===== src/sv/mpe_pkg.sv =====
// mpe_pkg: shared types, constants and helpers for the MPE channel allocator.
// No dependencies; imported by every module of the block.
package mpe_pkg;

  localparam int SLOT_COUNT = 15;
  localparam int IDX_W      = (SLOT_COUNT > 1) ? $clog2(SLOT_COUNT) : 1;
  localparam int CH_W       = 4;

  localparam int IN_TDATA_W  = 40;
  localparam int OUT_TDATA_W = 24;

  localparam logic [3:0] KIND_NOTE_ON  = 4'h9;
  localparam logic [3:0] KIND_NOTE_OFF = 4'h8;
  localparam logic [3:0] KIND_BEND     = 4'hE;
  localparam logic [3:0] KIND_PRESSURE = 4'hD;
  localparam logic [3:0] KIND_CC       = 4'hB;

  localparam logic [1:0] LEN_TWO   = 2'd2;
  localparam logic [1:0] LEN_THREE = 2'd3;

  // index of the final control change of the zone setup burst
  localparam logic [2:0] CFG_LAST = 3'd5;

  typedef enum logic [1:0] {
    ACT_NOTE_ON  = 2'd0,
    ACT_NOTE_OFF = 2'd1,
    ACT_BEND     = 2'd2,
    ACT_PRESSURE = 2'd3
  } action_t;

  typedef enum logic [1:0] {
    ST_IDLE,
    ST_EVAL,
    ST_CFG
  } state_t;

  typedef struct packed {
    logic [6:0]  pressure;
    logic signed [13:0] bend;
    logic [6:0]  velocity;
    logic [6:0]  note;
    action_t     action;
  } item_t;

  typedef struct packed {
    logic       last;
    logic [1:0] msg_length;
    logic [6:0] data_two;
    logic [6:0] data_one;
    logic [7:0] status_byte;
  } msg_t;

  // controller -> datapath
  typedef struct packed {
    logic       load;
    logic       evt_exec;
    logic       cfg_emit;
    logic [2:0] cfg_idx;
    logic       cfg_last;
  } cmd_t;

  // datapath -> controller
  typedef struct packed {
    logic is_note_on;
    logic free_found;
    logic out_free;
  } sts_t;

  typedef struct packed {
    logic [6:0] d1;
    logic [6:0] d2;
  } cc_pair_t;

  // MPE zone setup: RPN 6 (zone size), then RPN null
  function automatic cc_pair_t cfg_msg(input logic [2:0] idx);
    cc_pair_t p;
    unique case (idx)
      3'd0:    p = '{d1: 7'd101, d2: 7'd0};
      3'd1:    p = '{d1: 7'd100, d2: 7'd6};
      3'd2:    p = '{d1: 7'd6,   d2: 7'(SLOT_COUNT)};
      3'd3:    p = '{d1: 7'd38,  d2: 7'd0};
      3'd4:    p = '{d1: 7'd101, d2: 7'd127};
      3'd5:    p = '{d1: 7'd100, d2: 7'd127};
      default: p = '{d1: 7'd0,   d2: 7'd0};
    endcase
    return p;
  endfunction

endpackage


===== src/sv/mpe_channel_allocator.sv =====
// mpe_channel_allocator: top level of the MPE member-channel allocator.
// Depends on mpe_pkg, mpe_ctrl and mpe_dp.
//
//  channel | dir | payload                                   | end marker
//  --------+-----+-------------------------------------------+-----------
//  in_*    | in  | note event word (action/note/vel/bend/pr) | none
//  out_*   | out | one MIDI message word                     | out_tlast
//
// An event is accepted in ST_IDLE, then slot lookup and update happen in ST_EVAL
// once the output register is free; lookup is a parallel compare over all slots.
// The first note on after reset first enters the setup burst (ST_CFG), which
// emits its six words, then the note on itself is evaluated again.
// A stalled output holds the block in its current step; no input is taken
// until the event's final word is in the output register.
// rst_n (synchronous, low) frees every slot and re-arms the setup burst.
module mpe_channel_allocator (
  input  logic                            clk,
  input  logic                            rst_n,
  input  logic                            in_tvalid,
  output logic                            in_tready,
  // [1:0] action, [8:2] note, [15:9] velocity, [29:16] bend, [36:30] pressure
  input  logic [mpe_pkg::IN_TDATA_W-1:0]  in_tdata,
  output logic                            out_tvalid,
  input  logic                            out_tready,
  // [7:0] status_byte, [14:8] data_one, [21:15] data_two, [23:22] msg_length
  output logic [mpe_pkg::OUT_TDATA_W-1:0] out_tdata,
  output logic                            out_tlast
);
  import mpe_pkg::*;

  cmd_t  cmd;
  sts_t  sts;
  item_t in_item;
  msg_t  out_msg;

  assign in_item = item_t'(in_tdata[$bits(item_t)-1:0]);

  mpe_ctrl u_ctrl (
    .clk       (clk),
    .rst_n     (rst_n),
    .in_tvalid (in_tvalid),
    .in_tready (in_tready),
    .sts       (sts),
    .cmd       (cmd)
  );

  mpe_dp u_dp (
    .clk       (clk),
    .rst_n     (rst_n),
    .in_item   (in_item),
    .cmd       (cmd),
    .sts       (sts),
    .out_valid (out_tvalid),
    .out_ready (out_tready),
    .out_msg   (out_msg)
  );

  assign out_tdata = {out_msg.msg_length, out_msg.data_two, out_msg.data_one,
                      out_msg.status_byte};
  assign out_tlast = out_msg.last;

endmodule


===== src/sv/mpe_ctrl.sv =====
// mpe_ctrl: sequencing FSM for the allocator (accept, setup burst, event).
// Depends on mpe_pkg.
module mpe_ctrl (
  input  logic          clk,
  input  logic          rst_n,
  input  logic          in_tvalid,
  output logic          in_tready,
  input  mpe_pkg::sts_t sts,
  output mpe_pkg::cmd_t cmd
);
  import mpe_pkg::*;

  state_t     state_r, state_nxt;
  logic [2:0] cnt_r, cnt_nxt;
  logic       configured_r, configured_nxt;

  always_ff @(posedge clk) begin
    if (!rst_n) begin
      state_r      <= ST_IDLE;
      cnt_r        <= '0;
      configured_r <= 1'b0;
    end else begin
      state_r      <= state_nxt;
      cnt_r        <= cnt_nxt;
      configured_r <= configured_nxt;
    end
  end

  always_comb begin
    state_nxt      = state_r;
    cnt_nxt        = cnt_r;
    configured_nxt = configured_r;
    in_tready      = 1'b0;
    cmd            = '0;
    unique case (state_r)
      ST_IDLE: begin
        in_tready = 1'b1;
        if (in_tvalid) begin
          cmd.load  = 1'b1;
          state_nxt = ST_EVAL;
        end
      end
      ST_EVAL: begin
        if (sts.out_free) begin
          if (sts.is_note_on && !configured_r) begin
            cnt_nxt   = '0;
            state_nxt = ST_CFG;
          end else begin
            cmd.evt_exec = 1'b1;
            state_nxt    = ST_IDLE;
          end
        end
      end
      ST_CFG: begin
        if (sts.out_free) begin
          cmd.cfg_emit = 1'b1;
          cmd.cfg_idx  = cnt_r;
          // burst carries the last flag when the note on finds no slot
          cmd.cfg_last = (cnt_r == CFG_LAST) && !sts.free_found;
          if (cnt_r == CFG_LAST) begin
            configured_nxt = 1'b1;
            state_nxt      = ST_EVAL;
          end else begin
            cnt_nxt = cnt_r + 3'd1;
          end
        end
      end
      default: state_nxt = ST_IDLE;
    endcase
  end

  a_cfg_once: assert property (@(posedge clk) disable iff (!rst_n)
    state_r == ST_CFG |-> !configured_r)
    else $error("setup burst running after zone configured");

  a_cnt_range: assert property (@(posedge clk) disable iff (!rst_n)
    state_r == ST_CFG |-> cnt_r <= CFG_LAST)
    else $error("setup counter out of range");

  a_cfg_done: assert property (@(posedge clk) disable iff (!rst_n)
    cmd.cfg_emit && cmd.cfg_idx == CFG_LAST |=> configured_r && state_r == ST_EVAL)
    else $error("zone not marked configured after burst");

endmodule


===== src/sv/mpe_dp.sv =====
// mpe_dp: item register, slot table with parallel note compare, message build
// and output word register. Depends on mpe_pkg; driven by mpe_ctrl.
module mpe_dp (
  input  logic           clk,
  input  logic           rst_n,
  input  mpe_pkg::item_t in_item,
  input  mpe_pkg::cmd_t  cmd,
  output mpe_pkg::sts_t  sts,
  output logic           out_valid,
  input  logic           out_ready,
  output mpe_pkg::msg_t  out_msg
);
  import mpe_pkg::*;

  item_t                 item_r;
  logic [SLOT_COUNT-1:0] slot_active_r, slot_active_nxt;
  logic [6:0]            slot_note_r [SLOT_COUNT];
  logic                  out_valid_r, out_valid_nxt;
  msg_t                  out_msg_r, out_msg_nxt;

  logic             free_found, hit;
  logic [IDX_W-1:0] free_idx, hit_idx, ch_idx;
  logic [CH_W-1:0]  ch;
  logic             note_wr;
  logic [13:0]      bend_off;
  cc_pair_t         cc;
  logic             out_free;

  assign out_free = !out_valid_r || out_ready;

  // lowest free slot and lowest active slot holding the note
  always_comb begin
    free_found = 1'b0;
    free_idx   = '0;
    hit        = 1'b0;
    hit_idx    = '0;
    for (int i = SLOT_COUNT - 1; i >= 0; i--) begin
      if (!slot_active_r[i]) begin
        free_found = 1'b1;
        free_idx   = IDX_W'(i);
      end
      if (slot_active_r[i] && slot_note_r[i] == item_r.note) begin
        hit     = 1'b1;
        hit_idx = IDX_W'(i);
      end
    end
  end

  assign ch_idx   = (item_r.action == ACT_NOTE_ON) ? free_idx : hit_idx;
  assign ch       = CH_W'(ch_idx) + CH_W'(1);
  assign bend_off = {~item_r.bend[13], item_r.bend[12:0]};
  assign cc       = cfg_msg(cmd.cfg_idx);

  assign sts.is_note_on = (item_r.action == ACT_NOTE_ON);
  assign sts.free_found = free_found;
  assign sts.out_free   = out_free;

  always_comb begin
    slot_active_nxt = slot_active_r;
    note_wr         = 1'b0;
    out_valid_nxt   = out_valid_r && !out_ready;
    out_msg_nxt     = out_msg_r;
    if (cmd.cfg_emit) begin
      out_valid_nxt = 1'b1;
      out_msg_nxt   = '{last: cmd.cfg_last, msg_length: LEN_THREE, data_two: cc.d2,
                        data_one: cc.d1, status_byte: {KIND_CC, 4'h0}};
    end else if (cmd.evt_exec) begin
      unique case (item_r.action)
        ACT_NOTE_ON: begin
          if (free_found) begin
            slot_active_nxt[free_idx] = 1'b1;
            note_wr       = 1'b1;
            out_valid_nxt = 1'b1;
            out_msg_nxt   = '{last: 1'b1, msg_length: LEN_THREE,
                              data_two: item_r.velocity, data_one: item_r.note,
                              status_byte: {KIND_NOTE_ON, ch}};
          end
        end
        ACT_NOTE_OFF: begin
          if (hit) begin
            slot_active_nxt[hit_idx] = 1'b0;
            out_valid_nxt = 1'b1;
            out_msg_nxt   = '{last: 1'b1, msg_length: LEN_THREE, data_two: 7'd0,
                              data_one: item_r.note, status_byte: {KIND_NOTE_OFF, ch}};
          end
        end
        ACT_BEND: begin
          if (hit) begin
            out_valid_nxt = 1'b1;
            out_msg_nxt   = '{last: 1'b1, msg_length: LEN_THREE,
                              data_two: bend_off[13:7], data_one: bend_off[6:0],
                              status_byte: {KIND_BEND, ch}};
          end
        end
        ACT_PRESSURE: begin
          if (hit) begin
            out_valid_nxt = 1'b1;
            out_msg_nxt   = '{last: 1'b1, msg_length: LEN_TWO, data_two: 7'd0,
                              data_one: item_r.pressure,
                              status_byte: {KIND_PRESSURE, ch}};
          end
        end
        default: ;
      endcase
    end
  end

  always_ff @(posedge clk) begin
    if (!rst_n) begin
      slot_active_r <= '0;
      out_valid_r   <= 1'b0;
    end else begin
      slot_active_r <= slot_active_nxt;
      out_valid_r   <= out_valid_nxt;
    end
  end

  always_ff @(posedge clk) begin
    if (cmd.load) item_r <= in_item;
    if (note_wr) slot_note_r[free_idx] <= item_r.note;
    out_msg_r <= out_msg_nxt;
  end

  assign out_valid = out_valid_r;
  assign out_msg   = out_msg_r;

  a_no_overwrite: assert property (@(posedge clk) disable iff (!rst_n)
    (cmd.cfg_emit || cmd.evt_exec) |-> out_free)
    else $error("output word overwritten while stalled");

  a_one_cmd: assert property (@(posedge clk) disable iff (!rst_n)
    !(cmd.cfg_emit && cmd.evt_exec) && !(cmd.load && (cmd.cfg_emit || cmd.evt_exec)))
    else $error("conflicting datapath commands");

  a_alloc: assert property (@(posedge clk) disable iff (!rst_n)
    cmd.evt_exec && item_r.action == ACT_NOTE_ON && free_found
    |=> slot_active_r[$past(free_idx)] && out_valid_r && out_msg_r.last)
    else $error("note on did not claim its slot");

endmodule

===== config.mk =====
export PLATFORM = sky130hd
export DESIGN_NAME = mpe_channel_allocator
export DESIGN_NICKNAME = d
export VERILOG_FILES = /design/src/sv/mpe_pkg.sv /design/src/sv/mpe_channel_allocator.sv /design/src/sv/mpe_ctrl.sv /design/src/sv/mpe_dp.sv
export SDC_FILE = /design/constraint.sdc
export NUM_CORES = 1
export LEC_CHECK = 0
export BUFFER_PORTS_ARGS = -buffer_cell sky130_fd_sc_hd__buf_2
export CAP_MARGIN = 20
export CORE_AREA = 8 8 144 146
export DETAILED_ROUTE_END_ITERATION = 10
export DIE_AREA = 0 0 152 154
export PLACE_DENSITY = 0.68
export SLEW_MARGIN = 10
export SYNTH_ARGS = -nofsm -noshare
export SYNTH_HDL_FRONTEND = slang
export SYNTH_HIERARCHICAL = 1
export SYNTH_SLANG_ARGS = --single-unit

===== constraint.sdc =====
create_clock -name clk -period 3.55 [get_ports clk]
set_input_delay 0.355 -clock clk [delete_from_list [all_inputs] [get_ports clk]]
set_output_delay 0.355 -clock clk [all_outputs]
set_load 0.05 [all_outputs]

; Word-level counts from Yosys, hierarchy flattened
; Memories as Yosys holds them, arrays and structs flattened.
; Index checks and enable logic that the tools add are counted.
[classes]
mux = 106
reduce_logical = 38
n_eq_ne = 40
n_bitwise = 5
order_cmp = 4
add_sub_neg = 2
[ops]
columns = op, count
row1 = $mux W25, 6
row2 = $mux W4, 31
row3 = $eq A7 B7 Y1, 15
row4 = $pmux W25 S4, 1
row5 = $pmux W14 S6, 1
row6 = $mux W1, 48
row7 = $mux W15, 2
row8 = $pmux W15 S2, 1
row9 = $logic_and A1 B1 Y1, 20
row10 = $reduce_and A5 Y1, 4
row11 = $ne A2 B1 Y1 const B, 8
row12 = $and A15 B15 Y15, 1
row13 = $not A15 Y15, 1
row14 = $or A15 B15 Y15, 1
row15 = $mux W3, 4
row16 = $ne A3 B2 Y1 const B, 4
row17 = $lt A4 B5 Y1 const B, 2
row18 = $mux W2, 5
row19 = $mux W5, 2
row20 = $eq A3 B3 Y1 const B, 3
row21 = $demux W1 S4, 2
row22 = $ge A4 B1 Y1 const B, 2
row23 = $eq A2 B2 Y1 const B, 3
row24 = $eq A3 B2 Y1 const B, 2
row25 = 17 further kinds, 26
[word_totals]
regBits = 84
memories = 1
ram_bits = 105
wordCells = 211
[memory_table]
columns = name, words, width, rd, rd_ports_with_merged_regs, write_ports, line
row1 = u_dp.slot_note_r, 15, 7, 15, 0, 1, mpe_dp.sv:17  ; logic [6:0] slot_note_r [SLOT_COUNT];

; Depth between registers and ports, before layout
; Gate-level depths: netlist of the first run.
[depth]
depth_word = 25
mapped_depth = 13
depth_no_buf = 11

; Cells and area by module
; Netlist of the first run, hierarchy kept.
[modules_own_cells]
columns = module, instances, area_each_um2, seq_area_each_um2, cells_each
row1 = mpe_dp, 1, 8129.0, 5195.0, 606
row2 = mpe_ctrl, 1, 374.1, 120.1, 43

; Worst setup path before layout of the first run
; OpenSTA, ideal clock, no wires.
[synth_timing]
path_kind = register -> register
startpoint = register u_dp.out_valid_r, in the netlist u_dp/out_valid
endpoint = memory u_dp.slot_note_r[4][0], enable pin
t_required_ps = 3190
period_less_slack_ps = 2855
path_stages_with_launch = 10
arrival_time_ps = 2495
n_path_buf = 2
slack_ps = 695
setup_time_ps = 360
path_cell_list = dfxtp_1 -> nand2b_1 -> buf_4 -> nand3b_1 -> nor2b_1 -> nor2b_1 -> nand2_1 -> or3b_2 -> clkbuf_1 -> nor2_1
[synth_lines]
columns = item, line
row1 = "start, declared", mpe_dp.sv:18  ; logic out_valid_r, out_valid_nxt;
row2 = "start signal, assigned", mpe_dp.sv:114  ; out_valid_r <= out_valid_nxt;
row3 = "end, declared", mpe_dp.sv:17

; Worst setup path after layout of the first run
[layout_timing]
startpoint = register u_dp/item_r[8] in the netlist's numbering
endpoint = register u_dp.out_msg_r (netlist bit u_dp/out_msg[2])
[layout_between]
elab_chain_len = 21
[layout_rtl]
columns = item, line
row1 = "start, declared", mpe_dp.sv:15  ; item_t item_r;
row2 = "start signal, assigned", mpe_dp.sv:119  ; if (cmd.load) item_r <= in_item;
row3 = $eq A7 B7 Y1, mpe_dp.sv:42  ; if (slot_active_r[i] && slot_note_r[i] == item_r.note) begin
row4 = $logic_and A1 B1 Y1, mpe_dp.sv:42
row5 = $mux W4 (15 in a row), mpe_dp.sv:42
row6 = $mux W4, mpe_dp.sv:49  ; assign ch_idx = (item_r.action == ACT_NOTE_ON) ? free_idx : hit_idx;
row7 = $add A4 B1 Y4, mpe_dp.sv:50  ; assign ch = CH_W'(ch_idx) + CH_W'(1);
row8 = "$mux W25, on equally long branches", n/a
row9 = $pmux W25 S4, mpe_dp.sv:68  ; unique case (item_r.action)
row10 = "end signal, assigned", mpe_dp.sv:121  ; out_msg_r <= out_msg_nxt;
row11 = "end, declared", mpe_dp.sv:19  ; msg_t out_msg_r, out_msg_nxt;
; Parallel ways exist; a longest one is shown, timed or not. The select of a mux whose other input is x is not followed.
; A chain may end at the register's enable or synchronous reset.

==> summary.txt, run 1 <==
Hold path
  • Hold EP: u_dp/item_r[14]
  • Min-delay src: in_tdata[14]
  • Hold depth: 1
  • Hold Path Class: primary input to flop

Detailed routing
  • Total Routed Length: 18,170 um
  • Initial DRC Count: a little over 300
  • Routed len/inst: 18.74 um
  • Via count: around 5,300
  • Routed vias/inst: between 5 and 6
  • Drt drc: 0
  • Routed Antenna Nets: 0
  • Drt pass-1 iters: 5

Floorplanning
  • Starting Density: a little under half
  • Die Y: 154 um
  • # IOs: slightly above 70
  • Core area: 18,460 um2
  • Die width: around 150 um
  • Row count: 50
  • Die area: 23,410 um2

Clock tree
  • CTS H-tree lvls: 4
  • CTS Buf Count: 17
  • CTS resizes: 0
  • TritonCTS clock tree: built
  • Clk Latency, worst-skew pair: 0.43 ns
  • CTS Root Cell: clkbuf_16
  • # Post-CTS Setup Buffers: 0
  • # clock sinks: 187
  • Hold-fix buffers, CTS: 0
  • CTS clk-pin slew, worst paths: approximately 0.08 ns
  • Clock Path Buffers: 2

Setup path
  • R2R Path End: u_dp/out_msg[2]
  • Cell depth of the worst flop-to-flop path: 12
  • Worst setup path start: u_dp/item_r[8]
  • Worst EP arrival: about 3.6 ns
  • Worst R2R Setup Slack: 0.29 ns
  • CP required: roughly 3.9 ns
  • Worst R2R Start: u_dp/item_r[8]
  • Crit Path Category: flop to flop
  • CP Launch Type: flop
  • Crit. End Element: flop
  • Worst-path fanout max: 14

Global routing
  • Initial antenna violation count: 0
  • Largest net degree at the start of global routing: 38
  • Vias in the first global route: 5,394
  • Grt total ovfl: 0
  • First-pass GRT wire length: between 20,000 and 30,000 um
  • Total track usage: about 16%

Pwr
  • Power Density: between 400 and 500 nW/um2
  • Static leakage power: about 3.3 nW
  • Worst VDD drop: just over 300 uV

STA
  • FMAX: 0.3064 GHz
  • Clock Skews: 0.01728 ns
  • Final Hold Viols: 0
  • Crit path time final: roughly 3.3 ns
  • Rel. slew slack: between 30% and 40%
  • Max-slew violation count: 0
  • Setup tns final: 0 ns
  • Period utilisation layout: between 90% and 100%
  • Final setup fails: 0
  • Unrepaired setup endpoints after global routing: no
  • Worst Tran Pin Value: just over 0.9 ns

Place
  • Final Wtd Congestion: about 0.86
  • Dpl cells: 938
  • HPWL after DPL: between 10,000 and 15,000 um
  • Buffers on Ports: 65

Logic synthesis
  • Synth Register Bits: roughly 190
  • Syn Area/Cell: between 10 and 15 um2
  • Register area share after synthesis: between 60% and 70%
  • Number of synthesized flops with an enable pin: between 150 and 200
  • Synth async-reset ratio: 0%
  • Netlist cell types: 67
  • Dominant synthesized flop cell: edfxtp_1
  • Synth warn: 6
  • Synth Cell Area: about 8500 um2
  • Gate Count Post-Synth: between 600 and 700

Cells and area
  • Register Area: 5315 um2
  • Layout Cells excl Fill: 970
  • Area Overhead vs Synth: 12.71%
  • # diodes: 0
  • Multi-input gate area: between 2000 and 3000 um2
  • Net count, final: ~780
  • Fill cells: ~1,600
  • Layout cells sized above 1: between 10% and 20%

Status
  • Status: finished clean

Run
  • Number of max-cap violations: 0
[where the power goes]
part | total, W | internal [W] | switching (W)
logic | 0.000462 | 0.000148 | 0.000315
registers | 0.00249 | 0.00245 | 0.0000361
clock network | 0.00179 | 0.000924 | 0.000869
[cell usage after synthesis (5+ instances only)]
library cell  number  area (um2)
dfxtp_1           30       600.6
clkbuf_1          10       37.54
xor2_1            25       219.0
xnor2_1           80       700.7
inv_1             15       56.30
nand3_1            9       45.04
buf_6             11       123.9
o21ai_0           23       115.1
nor4_1             7       43.79
a31oi_1            5       31.28
nand4_1           28       175.2
nand2_1           27       101.4
nor2b_1            6       37.54
ha_1               8       100.1
nor2_1            56       210.2
a211oi_1          10       75.07
a22oi_1           14       105.1
nor3_1             9       45.04
nand2b_1          10       62.56
edfxtp_1         157        4715
a21oi_1           25       125.1
[critical path, cell delays in order (launching register included)]
cell and delay (ns):
edfxtp_1 0.56, buf_4 0.28, xor2_1 0.18, nor4_1 0.30, nand4_1 0.32, o211ai_1 0.21
o31a_1 0.23, nand2_1 0.17, mux2_2 0.33, ha_1 0.20, xor2_1 0.16, mux2i_1 0.14
nor2_1 0.05
[logic make-up (layout without fill, tap and decap cells)]
logic type                 after synthesis  after routing  synth area share, %
muxes                                    7              7               0.8681
other                                    1              2              0.04410
AOI/OAI and AO/OA                      107            107                8.549
and+or+nand+nor                        188            188                11.98
buffers and inverters                   44            130                3.679
xor gates and xnor gates               107            107                11.20
DFF                                    187            187                62.51
adders and majority gates                8              8                1.177
[metal layers]
metal / global-route usage (%) / vias to the layer above / share of wire (%)
li1: - / 2533 / -
met1: 20.24 / 2621 / 45
met2: 26.03 / 148 / 49
met3: 4.428 / 12 / 5.7
met4: 3.950 / 0 / 0.90
met5: 0 / - / 0
[placed cells by master, fill, tap and decap left out, drive strengths merged, types with 10 or more instances in the layout]
| cell | netlist | layout |
|---|---|---|
| a211oi | 10 | 10 |
| a21oi | 25 | 25 |
| a22oi | 14 | 14 |
| buf | 19 | 83 |
| clkbuf | 10 | 18 |
| dfxtp | 30 | 30 |
| edfxtp | 157 | 157 |
| inv | 15 | 22 |
| nand2 | 28 | 28 |
| nand2b | 10 | 10 |
| nand3 | 10 | 10 |
| nand4 | 28 | 28 |
| nor2 | 58 | 58 |
| o21ai | 24 | 24 |
| xnor2 | 82 | 82 |
| xor2 | 25 | 25 |
[final cells by class]
| class | instances | area share [%] |
|---|---|---|
| inverters | 15 | 0.5875 |
| flip-flops and latches | 187 | 55.46 |
| well taps | 234 | 3.055 |
| repair buffers | 83 | 5.065 |
| clock buffers | 18 | 4.478 |
| clock inverters | 14 | 1.305 |
| multi-input cells | 419 | 30.05 |
[registers in the layout, summed over array words and instances (netlist names)]
signal and flops:
u_ctrl/cnt_r 3, u_ctrl/configured_r 1, u_ctrl/state_r 2, u_dp/bend_off 13, u_dp/item_r 24, u_dp/out_msg 23
u_dp/out_valid 1, u_dp/slot_active_r 15, u_dp/slot_note_r 105
[through the flow]
stage	power [W]	setup WS [ns]	utilization (%)	instance area [um2]	hold WS, ns
final	0.004743	0.2866	51.93	9584	0.09369
after global routing	0.004918	0.01496	51.93	9584	0.06770
after CTS	0.004790	0.2829	51.93	9584	0.07996
after detailed placement	0.003003	0.3197	48.93	9030	0.4496
after global placement	0.002987	0.3684	48.93	9030	0.4383
after floorplan	0.002878	0.6955	-	8507	0.4318
[worst max path at each step]
stage,end,slack (ns),depth (start not counted)
2_1_floorplan,u_dp/slot_note_r[4][0],0.70,9
3_3_place_gp,u_dp/out_msg[18],0.37,8
3_5_place_dp,u_dp/out_msg[15],0.32,8
4_1_cts,u_dp/out_msg[2],0.28,12
5_1_grt,u_dp/out_msg[2],0.01,12
6_report,u_dp/out_msg[2],0.29,12
Power figures use the tool's default switching activity.
==> inputs of run 2 (changes only) <==
- CORE_AREA: 8 8 144 146 -> 8 8 230 122
- DIE_AREA: 0 0 152 154 -> 0 0 238 130
- PLACE_DENSITY: 0.68 -> 0.55
==> summary.txt, run 2 (synthesis results as in run 1) <==
Status
  • Status: finished clean

Pwr
  • Pint: between 0.003 and 0.004 W
  • Total power draw: 0.004899 W
  • Clk pwr share: 39.6%
  • Power Density: 493.5 nW/um2
  • Net Switching: approximately 0.0013 W
  • Worst VDD drop: between 200 and 300 uV
  • Static leakage power: between 3 and 4 nW
  • Switching share of power: between 20% and 30%
  • Combinational fraction of design power: approximately a tenth
  • Reg power frac: 50.9%

Hold path
  • Hold Path Class: primary input to flop
  • Min-delay src: in_tdata[33]
  • Hold depth: 1
  • Hold EP: u_dp/item_r[33]

Clock tree
  • CTS clk-pin slew, worst paths: 0.08 ns
  • # clock sinks: between 150 and 200
  • CTS Root Cell: clkbuf_16
  • TritonCTS clock tree: built
  • CTS H-tree lvls: 4
  • CTS resizes: 0
  • CTS Buf Count: 17
  • Hold-fix buffers, CTS: 0
  • Clk Latency, worst-skew pair: about 0.45 ns
  • Clock Path Buffers: 2
  • # Post-CTS Setup Buffers: 0

Detailed routing
  • Routed len/inst: 18.86 um
  • Routed vias/inst: 4.871
  • Drt pass-1 iters: 4
  • Routed Antenna Nets: 0
  • Total Routed Length: a little over 20,000 um
  • Via count: 5,353
  • Drt drc: 0
  • Initial DRC Count: 486

Setup path
  • Crit Path Category: flop to flop
  • Longest individual stage delay on the worst path: 0.53 ns
  • CP cell instances: buf_4, xor2_1, nor4_1, nand4_1, o21ai_0, o31a_1, nand2_1, mux2_2, ha_1, xor2_1, mux2i_1, nor2_1
  • CP required: ~3.9 ns
  • Worst R2R Setup Slack: about 0.19 ns
  • CP Launch Type: flop
  • Cell mode on critical path: xor2_1
  • CP max stage cell: nor4_1
  • Worst R2R Start: u_dp/item_r[4]
  • Cell depth of the worst flop-to-flop path: 12
  • R2R Path End: u_dp/out_msg[2]
  • Crit. End Element: flop
  • Worst EP arrival: 3.70 ns
  • Worst-path fanout max: 6

Global routing
  • Met3 Track Usage GR: under 10%
  • Global Route met1 Usage: a little over a fifth
  • GR Util met2: about 17%
  • Initial antenna violation count: 0
  • First-pass GRT wire length: roughly 32,000 um
  • Grt total ovfl: 0
  • GRT busiest layer: met1
  • Total track usage: 13.83%
  • Vias in the first global route: between 5,000 and 6,000
  • Largest net degree at the start of global routing: 38

Cells and area
  • Area Overhead vs Synth: 16.76%
  • Biggest register: u_dp/slot_note_r
  • # diodes: 0
  • Most frequent cells in the layout: 157 x edfxtp_1, 80 x xnor2_1, 65 x buf_2
  • Net count, final: just under 800
  • Max reg flops: 105
  • Fill cells: roughly 2,400
  • Commonest non-fill, non-tap cell in the layout: edfxtp_1
  • Layout cells sized above 1: about a fifth

STA
  • Unrepaired setup endpoints after global routing: no
  • Setup tns final: 0 ns
  • Final setup fails: 0
  • Worst Tran Pin Value: around 0.97 ns
  • FMAX: roughly 0.30 GHz
  • Max-slew violation count: 0
  • Period utilisation layout: a little over nine tenths
  • Final Hold Viols: 0
  • Clock Skews: a little over 0.01 ns
  • Crit path time final: between 3 and 4 ns
  • Rel. slew slack: roughly a third

Floorplanning
  • # IOs: between 70 and 80
  • Row count: 41
  • Die width: 238 um
  • Die Y: between 100 and 150 um
  • Starting Density: between 30% and 40%
  • Core area: between 20,000 and 25,000 um2
  • Die area: a little over 30,000 um2

Place
  • HPWL after DPL: about 15,000 um
  • Final Wtd Congestion: roughly 0.87
  • Buffers on Ports: between 60 and 70

Run
  • Number of max-cap violations: 0
## run 2: cell count changes in the layout (fill, tap and decap cells not counted)
cell / change
clkinv_8: +7
inv_8: -3
clkinv_4: -4
clkbuf_1: -1
inv_12: +1
clkinv_1: -1
clkinvlp_4: -1
buf_4: +19
inv_6: +2
## run 2: cell type report
type / count / area [um2] / area share [%]
Multi-Input combinational cell: 419 / 2880 / 29.01
Inverter: 15 / 56.30 / 0.5671
Sequential cell: 187 / 5315 / 53.54
Timing Repair Buffer: 102 / 628.1 / 6.326
Clock inverter: 15 / 192.7 / 1.941
Clock buffer: 17 / 425.4 / 4.285
Tap cell: 344 / 430.4 / 4.335
## run 2: worst max-delay path: cells and delay by family (launching register included)
family                   cells  cell delay [ns]
flip-flops                   1             0.49
multiplexers                 2             0.44
XOR/XNOR                     2             0.30
AO/OA/AOI/OAI                2             0.50
adder cells (fa/ha/maj)      1             0.19
AND/OR/NAND/NOR              4             1.12
buffers and inverters        1             0.21
## run 2: per-layer routing
metal  part of all wire [%]  vias up  wire [um]
met5                      0        -          0
met2                     36      161       7406
met4                    1.1        0        220
met1                     54     2601      11270
li1                       -     2573          -
met3                    8.8       18       1833
## run 2: power by group through the flow
| stage | combinational (W) | sequential (W) | clock [W] |
|---|---|---|---|
| 5_1_grt | 0.000502 | 0.00250 | 0.00207 |
| 3_3_place_gp | 0.000467 | 0.00255 | 0 |
| 6_report | 0.000467 | 0.00249 | 0.00194 |
| 2_1_floorplan | 0.000222 | 0.00266 | 0 |
| 3_5_place_dp | 0.000469 | 0.00255 | 0 |
| 4_1_cts | 0.000470 | 0.00250 | 0.00199 |
## run 2: per-stage QoR
stage               worst slack, ns  hold slack [ns]  utilization, %  std cells  instance area (um2)
CTS                          0.2879          0.05593           40.15       1099                 9928
floorplan                    0.6955           0.4318               -        650                 8507
finish                       0.1851          0.07704           40.15       1099                 9928
global route               0.002029          0.04858           40.15       1099                 9928
global placement             0.3635           0.4421           37.65       1067                 9310
detailed placement           0.3198           0.4487           37.65       1067                 9310
## run 2: worst max-delay path by stage
stage	depth (start not counted)	endpoint	from	slack (ns)
floorplan	9	u_dp/slot_note_r[4][0]	u_dp/out_valid	0.70
global placement	10	u_dp/out_msg[22]	u_dp/item_r[2]	0.36
detailed placement	12	u_dp/out_msg[2]	u_dp/item_r[4]	0.32
CTS	12	u_dp/out_msg[2]	u_dp/item_r[4]	0.29
global route	12	u_dp/out_msg[2]	u_dp/item_r[4]	0.002
finish	12	u_dp/out_msg[2]	u_dp/item_r[4]	0.19
